File: config.mk
export PLATFORM = sky130hd
export DESIGN_NAME = ps2_mouse_packet_tracker
export DESIGN_NICKNAME = d
export VERILOG_FILES = /design/src/design/ps2mt_pkg.sv /design/src/design/ps2_mouse_packet_tracker.sv
export VERILOG_INCLUDE_DIRS = /design/src /design/src/design
export SDC_FILE = /design/constraint.sdc
export NUM_CORES = 1
export LEC_CHECK = 0
export BUFFER_PORTS_ARGS = -buffer_cell sky130_fd_sc_hd__clkbuf_2
export CORE_MARGIN = 1
export CORE_UTILIZATION = 40
export DETAILED_ROUTE_END_ITERATION = 8
export GPL_TIMING_DRIVEN = 0
export PLACE_DENSITY_LB_ADDON = 0.08
export SLEW_MARGIN = 30
export SYNTH_ARGS = -nofsm -noshare
export SYNTH_HDL_FRONTEND = slang
export SYNTH_SLANG_ARGS = --single-unit
File: constraint.sdc
create_clock -name clk -period 7.6 [get_ports clk]
set_input_delay 0 -clock clk [delete_from_list [all_inputs] [get_ports clk]]
set_output_delay 0 -clock clk [all_outputs]
set_load 0.05 [all_outputs]
File: src/design/ps2_mouse_packet_tracker_macros.svh
// Assertion helpers shared by the PS/2 mouse tracker.
`ifndef PS2_MOUSE_PACKET_TRACKER_MACROS_SVH
`define PS2_MOUSE_PACKET_TRACKER_MACROS_SVH

// Same-cycle implication, disabled while reset is asserted.
`define PS2MT_ASSERT_NOW(label, clk, rst_n, ante, cons, msg) \
	label: assert property (@(posedge clk) disable iff (!rst_n) (ante) |-> (cons)) \
		else $error(msg);

// Next-cycle implication, disabled while reset is asserted.
`define PS2MT_ASSERT_NEXT(label, clk, rst_n, ante, cons, msg) \
	label: assert property (@(posedge clk) disable iff (!rst_n) (ante) |=> (cons)) \
		else $error(msg);

`endif

File: src/design/ps2mt_pkg.sv
`timescale 1ns / 1ps
`default_nettype none

package ps2mt_pkg;

	localparam int CFG_W       = 13;
	localparam int OUT_COORD_W = 12;
	localparam int MV_W        = 10;
	localparam int APB_AW      = 3;
	localparam int APB_DW      = 32;

	// Register decode on paddr[2].
	localparam logic REG_SCREEN_WIDTH  = 1'b0;
	localparam logic REG_SCREEN_HEIGHT = 1'b1;

	localparam logic [CFG_W-1:0] SCREEN_WIDTH_RST  = 13'd1024;
	localparam logic [CFG_W-1:0] SCREEN_HEIGHT_RST = 13'd768;

	// Header byte bit positions.
	localparam int HDR_LEFT   = 0;
	localparam int HDR_RIGHT  = 1;
	localparam int HDR_MIDDLE = 2;
	localparam int HDR_SYNC   = 3;
	localparam int HDR_X_SIGN = 4;
	localparam int HDR_Y_SIGN = 5;
	localparam int HDR_X_OVF  = 6;
	localparam int HDR_Y_OVF  = 7;

	localparam logic signed [MV_W-1:0] OVF_STEP = 10'sd255;

	typedef enum logic [3:0] {
		PH_SKIP   = 4'b0001,
		PH_HEADER = 4'b0010,
		PH_XMOVE  = 4'b0100,
		PH_YMOVE  = 4'b1000
	} phase_t;

	// A negative move byte b is worth -((256-b) mod 256), which is b-256 for
	// nonzero b and zero for b equal to zero.
	function automatic logic signed [MV_W-1:0] movement(input logic [7:0] b,
			input logic neg, input logic ovf);
		logic signed [MV_W-1:0] v;
		logic signed [MV_W-1:0] extra;
		extra = ovf ? OVF_STEP : '0;
		if (!neg) begin
			v = signed'({2'b00, b}) + extra;
		end else begin
			v = ((b == 8'd0) ? '0 : signed'({2'b11, b})) - extra;
		end
		return v;
	endfunction

endpackage

`default_nettype wire

File: src/design/ps2_mouse_packet_tracker.sv
`timescale 1ns / 1ps
`default_nettype none

`include "ps2_mouse_packet_tracker_macros.svh"

// PS/2 mouse packet tracker. Takes one mouse byte per beat on the input channel and
// gives one result beat (cursor position and button bits) for every completed
// three-byte packet. The first byte after reset is dropped, and a header byte with
// bit 3 clear is dropped to regain framing. A byte may be accepted in every cycle
// while input ready is high. A third byte's result is registered in the output
// register, and the third byte waits in the input register while the previous
// result is not taken. Input ready drops only while the input register holds
// a third byte and the output register still holds a result not yet taken. Screen
// sizes are written over the APB port (width at 0x0, height at 0x4); the user must
// write them only while no byte is in flight, which the block does not enforce.
module ps2_mouse_packet_tracker #(
	parameter int COORD_BITS = 12
) (
	input  wire logic                           clk,
	input  wire logic                           arst_n,
	input  wire logic                           psel,
	input  wire logic                           penable,
	input  wire logic                           pwrite,
	input  wire logic [ps2mt_pkg::APB_AW-1:0]   paddr,
	input  wire logic [ps2mt_pkg::APB_DW-1:0]   pwdata,
	output logic      [ps2mt_pkg::APB_DW-1:0]   prdata,
	output logic                                pready,
	input  wire logic                           in_valid,
	output logic                                in_ready,
	input  wire logic [7:0]                     rx_byte,
	output logic                                out_valid,
	input  wire logic                           out_ready,
	output logic [ps2mt_pkg::OUT_COORD_W-1:0]   cursor_x,
	output logic [ps2mt_pkg::OUT_COORD_W-1:0]   cursor_y,
	output logic                                left_pressed,
	output logic                                right_pressed,
	output logic                                middle_pressed
);
	import ps2mt_pkg::*;

	// Signed working width: holds position plus or minus a full move, and the limit.
	localparam int SW = (COORD_BITS + 3 > CFG_W + 1) ? COORD_BITS + 3 : CFG_W + 1;
	localparam logic signed [SW-1:0] COORD_MAX_S = {{(SW-COORD_BITS){1'b0}},
		{COORD_BITS{1'b1}}};

	logic [CFG_W-1:0]      screen_width_q;
	logic [CFG_W-1:0]      screen_height_q;
	logic                  valid_s1;
	logic [7:0]            byte_s1;
	phase_t                phase_q;
	logic [7:0]            header_q;
	logic [7:0]            x_move_q;
	logic [COORD_BITS-1:0] pos_x_q;
	logic [COORD_BITS-1:0] pos_y_q;
	logic                  out_valid_q;
	logic [OUT_COORD_W-1:0] cursor_x_q;
	logic [OUT_COORD_W-1:0] cursor_y_q;
	logic [2:0]            buttons_q;

	logic                  slot_free;
	logic                  advance;
	logic                  in_fire;
	logic                  cfg_write;
	logic                  finish;
	logic signed [SW-1:0]  x_sum;
	logic signed [SW-1:0]  y_sum;
	logic [COORD_BITS-1:0] pos_x_next;
	logic [COORD_BITS-1:0] pos_y_next;

	function automatic logic [COORD_BITS-1:0] clamp_axis(input logic signed [SW-1:0] v,
			input logic [CFG_W-1:0] size);
		logic [CFG_W-1:0]     lim_c;
		logic signed [SW-1:0] lim;
		logic [COORD_BITS-1:0] res;
		lim_c = (size == '0) ? '0 : size - 1'b1;
		lim = signed'(SW'(lim_c));
		if (lim > COORD_MAX_S) begin
			lim = COORD_MAX_S;
		end
		if (v < 0) begin
			res = '0;
		end else if (v > lim) begin
			res = lim[COORD_BITS-1:0];
		end else begin
			res = v[COORD_BITS-1:0];
		end
		return res;
	endfunction

	// Configuration port.
	assign pready    = 1'b1;
	assign cfg_write = psel && penable && pwrite;

	always_comb begin
		case (paddr[2])
			REG_SCREEN_WIDTH:  prdata = APB_DW'(screen_width_q);
			REG_SCREEN_HEIGHT: prdata = APB_DW'(screen_height_q);
			default:           prdata = '0;
		endcase
	end

	always_ff @(posedge clk or negedge arst_n) begin
		if (!arst_n) begin
			screen_width_q  <= SCREEN_WIDTH_RST;
			screen_height_q <= SCREEN_HEIGHT_RST;
		end else if (cfg_write) begin
			case (paddr[2])
				REG_SCREEN_WIDTH:  screen_width_q  <= pwdata[CFG_W-1:0];
				REG_SCREEN_HEIGHT: screen_height_q <= pwdata[CFG_W-1:0];
				default: ;
			endcase
		end
	end

	// Only a third byte needs the output register, so other bytes never wait.
	assign slot_free = !out_valid_q || out_ready || (phase_q != PH_YMOVE);
	assign advance   = valid_s1 && slot_free;
	assign in_ready  = !valid_s1 || slot_free;
	assign in_fire   = in_valid && in_ready;
	assign finish    = advance && (phase_q == PH_YMOVE);

	always_ff @(posedge clk or negedge arst_n) begin
		if (!arst_n) begin
			valid_s1 <= 1'b0;
		end else if (in_ready) begin
			valid_s1 <= in_valid;
		end
	end

	always_ff @(posedge clk) begin
		if (in_fire) begin
			byte_s1 <= rx_byte;
		end
	end

	always_comb begin
		x_sum = SW'(signed'({1'b0, pos_x_q}))
			+ SW'(movement(x_move_q, header_q[HDR_X_SIGN], header_q[HDR_X_OVF]));
		y_sum = SW'(signed'({1'b0, pos_y_q}))
			- SW'(movement(byte_s1, header_q[HDR_Y_SIGN], header_q[HDR_Y_OVF]));
		pos_x_next = clamp_axis(x_sum, screen_width_q);
		pos_y_next = clamp_axis(y_sum, screen_height_q);
	end

	always_ff @(posedge clk or negedge arst_n) begin
		if (!arst_n) begin
			phase_q <= PH_SKIP;
			pos_x_q <= '0;
			pos_y_q <= '0;
		end else if (advance) begin
			case (phase_q)
				PH_SKIP: phase_q <= PH_HEADER;
				PH_XMOVE: phase_q <= PH_YMOVE;
				PH_YMOVE: begin
					phase_q <= PH_HEADER;
					pos_x_q <= pos_x_next;
					pos_y_q <= pos_y_next;
				end
				default: begin
					if (byte_s1[HDR_SYNC]) begin
						phase_q <= PH_XMOVE;
					end else begin
						phase_q <= PH_HEADER;
					end
				end
			endcase
		end
	end

	always_ff @(posedge clk) begin
		if (advance && (phase_q == PH_HEADER)) begin
			header_q <= byte_s1;
		end
		if (advance && (phase_q == PH_XMOVE)) begin
			x_move_q <= byte_s1;
		end
	end

	// Output register.
	always_ff @(posedge clk or negedge arst_n) begin
		if (!arst_n) begin
			out_valid_q <= 1'b0;
		end else if (finish) begin
			out_valid_q <= 1'b1;
		end else if (out_ready) begin
			out_valid_q <= 1'b0;
		end
	end

	always_ff @(posedge clk) begin
		if (finish) begin
			cursor_x_q <= OUT_COORD_W'(pos_x_next);
			cursor_y_q <= OUT_COORD_W'(pos_y_next);
			buttons_q  <= {header_q[HDR_MIDDLE], header_q[HDR_RIGHT], header_q[HDR_LEFT]};
		end
	end

	assign out_valid      = out_valid_q;
	assign cursor_x       = cursor_x_q;
	assign cursor_y       = cursor_y_q;
	assign left_pressed   = buttons_q[0];
	assign right_pressed  = buttons_q[1];
	assign middle_pressed = buttons_q[2];

	`PS2MT_ASSERT_NEXT(a_finish_offers_result, clk, arst_n, finish,
		out_valid && (phase_q == PH_HEADER), "completed packet gave no result")
	`PS2MT_ASSERT_NOW(a_stall_only_on_full, clk, arst_n, !in_ready,
		valid_s1 && out_valid_q && !out_ready && (phase_q == PH_YMOVE),
		"input stalled without a pending result")
	`PS2MT_ASSERT_NEXT(a_no_result_without_packet, clk, arst_n, !out_valid_q && !finish,
		!out_valid_q, "result appeared without a completed packet")

endmodule

`default_nettype wire
==> results.py <==
metrics = {
    "clock_network": {
        "postCtsResizedCells": 0,
        "clock_insertion_delay_worst_skew_ns": 0.36,
        "clock_tree.buffer_depth": 2,
        "cts-root-buf": "clkbuf_16",
        "cts_hold_buffers": 25,
        "cts.sink_count": 106,
        "postCtsSetupBuffers": 0,
        "clkTransAtPathRegs_ns": 0.07,
        "tritoncts": "built",
        "tritoncts.num_buffers": 9,
        "htree_num_levels": 3,
    },
    "pwr": {
        "ir_drop_v": 0.000183,
        "power_density_nw_per_um2": 361,
        "leakage_nw": 4.21,
        "p_total_mw": 3.42,
    },
    "sta": {
        "tns_ns": 0,
        "finalSetupViolCount": 0,
        "min_period_over_period": 0.878,
        "timing_max_transition_violations_final": 0,
        "tightestPinTransition_ns": 0.822,
        "grt_setup_unrepaired": "no",
        "hold_viol": 0,
        "clock.fmax_ghz": 0.150,
        "worst_slew_margin_rel": 0.447,
        "skew_ns": 0.00905,
        "min_period_ns": 6.67,
    },
    "drt": {
        "wire_per_inst_um": 15.7,
        "post_drt_via_cell_ratio": 5.13,
        "drt_pre_antenna_iters": 4,
        "antenna_violating_nets_post_route": 0,
        "detail_route.iter0.violations": 349,
        "route.vias.total": 6344,
        "drc_errors": 0,
        "routed_wl_um": 19400,
    },
    "logic_synthesis": {
        "synth-edff-count": 50,
        "postSynthRegisterBits": 106,
        "synth_top_cell_by_area": "edfxtp_1",
        "synth_sequential_area_ratio": 0.357,
        "post_synth_inst_count": 841,
        "yosysWarningCount": 0,
        "synth_area_sq_um": 8150,
        "avgSynthCellArea_sq_um": 9.69,
        "synth.distinct_cells": 70,
        "area_share_of_the_leading_cell_type_in_the_synthesized_netlist": 0.184,
        "async_flop_share": 0.528,
        "netlist_top_cells_count": "ha_1 (85), nand2_1 (70), nor2_1 (65), dfrtp_1 (52), a21oi_1 (51)",
        "synth_most_common_cell": "ha_1",
        "synth_area_leaders": "edfxtp_1 (18%), dfrtp_1 (16%), ha_1 (13%)",
        "synth_top_flop_cell": "dfrtp_1",
    },
    "critical_path": {
        "crit_path_max_fanout": 11,
        "worst_ep_required_time_ns": 7.69,
        "worst_setup_path_end_kind": "register",
        "type_of_the_setup_path_with_the_least_slack": "register to register",
        "crit_path_start_kind": "register",
        "critical_path_arrival_ns": 6.76,
    },
    "job": {
        "timing.max_cap.violations": 0,
    },
    "cells_and_area": {
        "drive_gt1_frac": 0.187,
        "antenna_cells": 0,
        "final_standard_cell_area_without_fillers_sq_um": 9460,
        "layout-area-overhead-vs-synth_pct": 16.1,
        "layoutNonFillerInstCount": 1237,
        "final_nets": 1108,
        "utilization": 0.480,
    },
    "placed_design": {
        "place_inst": 1196,
        "detailed_place.area_sq_um": 8940,
        "dp_hpwl_um": 15000,
        "gp_congestion": 0.840,
        "placement.io_buffers": 69,
    },
    "global_route": {
        "antenna_violations_before_repair": 0,
        "global_route_wire_length_before_repair_um": 31500,
        "grt_start_max_net_pins": 43,
        "grt_pass1_vias": 6099,
        "grt_remaining_overflow": 0,
        "gr-usage-all-layers": 0.197,
    },
    "hold_path": {
        "min-delay-path-class": "primary input to async pin",
    },
    "floorplan": {
        "die_area_sq_um": 20900,
        "chipWidth_um": 145,
        "die_height_um": 145,
        "initial_core_util": 0.413,
        "io-pin-count": 112,
        "core_region_area_sq_um": 19700,
        "num_rows": 51,
    },
    "status": {
        "outcome": "finished, final reports clean",
    },
}
[report_power, final]
group | switching, mW | internal, mW
clock | 0.218 | 0.221
combinational | 1.24 | 0.846
sequential | 0.120 | 0.771
[kinds of logic (layout without fill, tap and decap cells)]
kind of cell    Yosys count  in the layout  share of synthesized area
other cells               2             22                   0.000922
compound gates          205            205                      0.174
xor+xnor                 54             54                     0.0590
mux                      44             44                     0.0605
flops                   106            106                      0.357
simple gates            245            245                      0.149
buf+inv                  93            204                     0.0533
fa+ha+maj                92             92                      0.146
[routing by layer]
metal | vias to the layer above | GRT usage | wire length (um)
met4 | 0 | 0.0510 | 248
met3 | 16 | 0.0283 | 425
met2 | 83 | 0.328 | 9030
li1 | 3263 | - | -
met1 | 2982 | 0.267 | 9660
met5 | - | 0 | 0
[critical path: stages, from the launching register on]
cell and delay (ns):
edfxtp_1 0.64, inv_1 0.30, ha_1 0.37, nor2b_1 0.14
o21a_1 0.18, a31o_2 0.25, o41a_1 0.33, a21oi_1 0.19
xor2_1 0.19, ha_1 0.31, a21o_1 0.20, a21oi_1 0.20
nor2b_1 0.07, a2111o_1 0.43, and3_1 0.21, or2_2 0.30
ha_1 0.31, and4_1 0.17, nand3_1 0.10, nor2_1 0.05
o41ai_1 0.59, clkbuf_1 0.40, nor2_1 0.08, a21oi_1 0.28
nor2_1 0.09
[cell type report]
type | instances | area, sq um
buffer | 51 | 280
clock buffer | 11 | 233
clock inverter | 5 | 31.3
fill | 1941 | 10300
inverter | 42 | 158
multi-input combinational | 662 | 4890
sequential | 106 | 2910
tap | 265 | 332
timing repair buffer | 95 | 626
[cell usage in the layout (no fill, tap or decap), types with 7 or more instances in the layout]
master,Yosys,routed
nand3_1,11,11
mux2_2,42,42
a21oi_1,51,51
conb_1,2,22
nor4_1,8,8
nor2_1,65,65
xnor2_1,41,41
nor2b_1,14,14
a21o_1,26,26
clkbuf_1,25,26
o31ai_2,10,10
buf_4,20,20
inv_1,42,42
clkbuf_16,0,9
dfrtp_1,52,52
o21a_1,18,18
dlygate4sd3_1,0,25
nand2_1,70,70
nor3_1,20,19
nand2b_1,10,10
edfxtp_1,50,50
ha_1,85,85
clkbuf_2,0,68
o31ai_1,8,8
o21ai_0,37,37
xor2_1,12,12
or2_2,7,7
o21bai_1,9,9
[worst paths after layout]
check,startpoint,endpoint,slack [ns],cells past startpoint
setup / recovery,header_q[7]$_DFFE_PP_,cursor_y[5]$_DFFE_PP_,0.93,24
max in group asynchronous,arst_n,screen_width_q[10]$_DFFE_PN1P_,6.95,3
setup reg to reg,header_q[7]$_DFFE_PP_,cursor_y[5]$_DFFE_PP_,0.93,24
min in group clk,pwrite,screen_height_q[1]$_DFFE_PN0P_,0.13,3
hold / removal,arst_n,screen_width_q[9]$_DFFE_PN0P_,0.09,2
hold reg to reg,header_q[2]$_DFFE_PP_,buttons_q[2]$_DFFE_PP_,0.42,0
[registers in the layout, indices dropped and copies added (netlist names), 7 cells and up]
register / flops
screen_height_q: 13
header_q: 7
cursor_x: 12
cursor_y: 12
screen_width_q: 13
byte_s1: 8
pos_x_q: 12
x_move_q: 8
pos_y_q: 12
[stage by stage]
step / worst slack, ns / hold slack [ns]
after floorplan: 1.88 / -0.296
after global placement: 0.776 / 0.179
after detailed placement: 0.774 / -0.0648
after CTS: 0.717 / 0.0940
after global routing: 0.276 / 0.114
final: 0.931 / 0.0879
No activity file was read; power rests on OpenSTA's default activity.
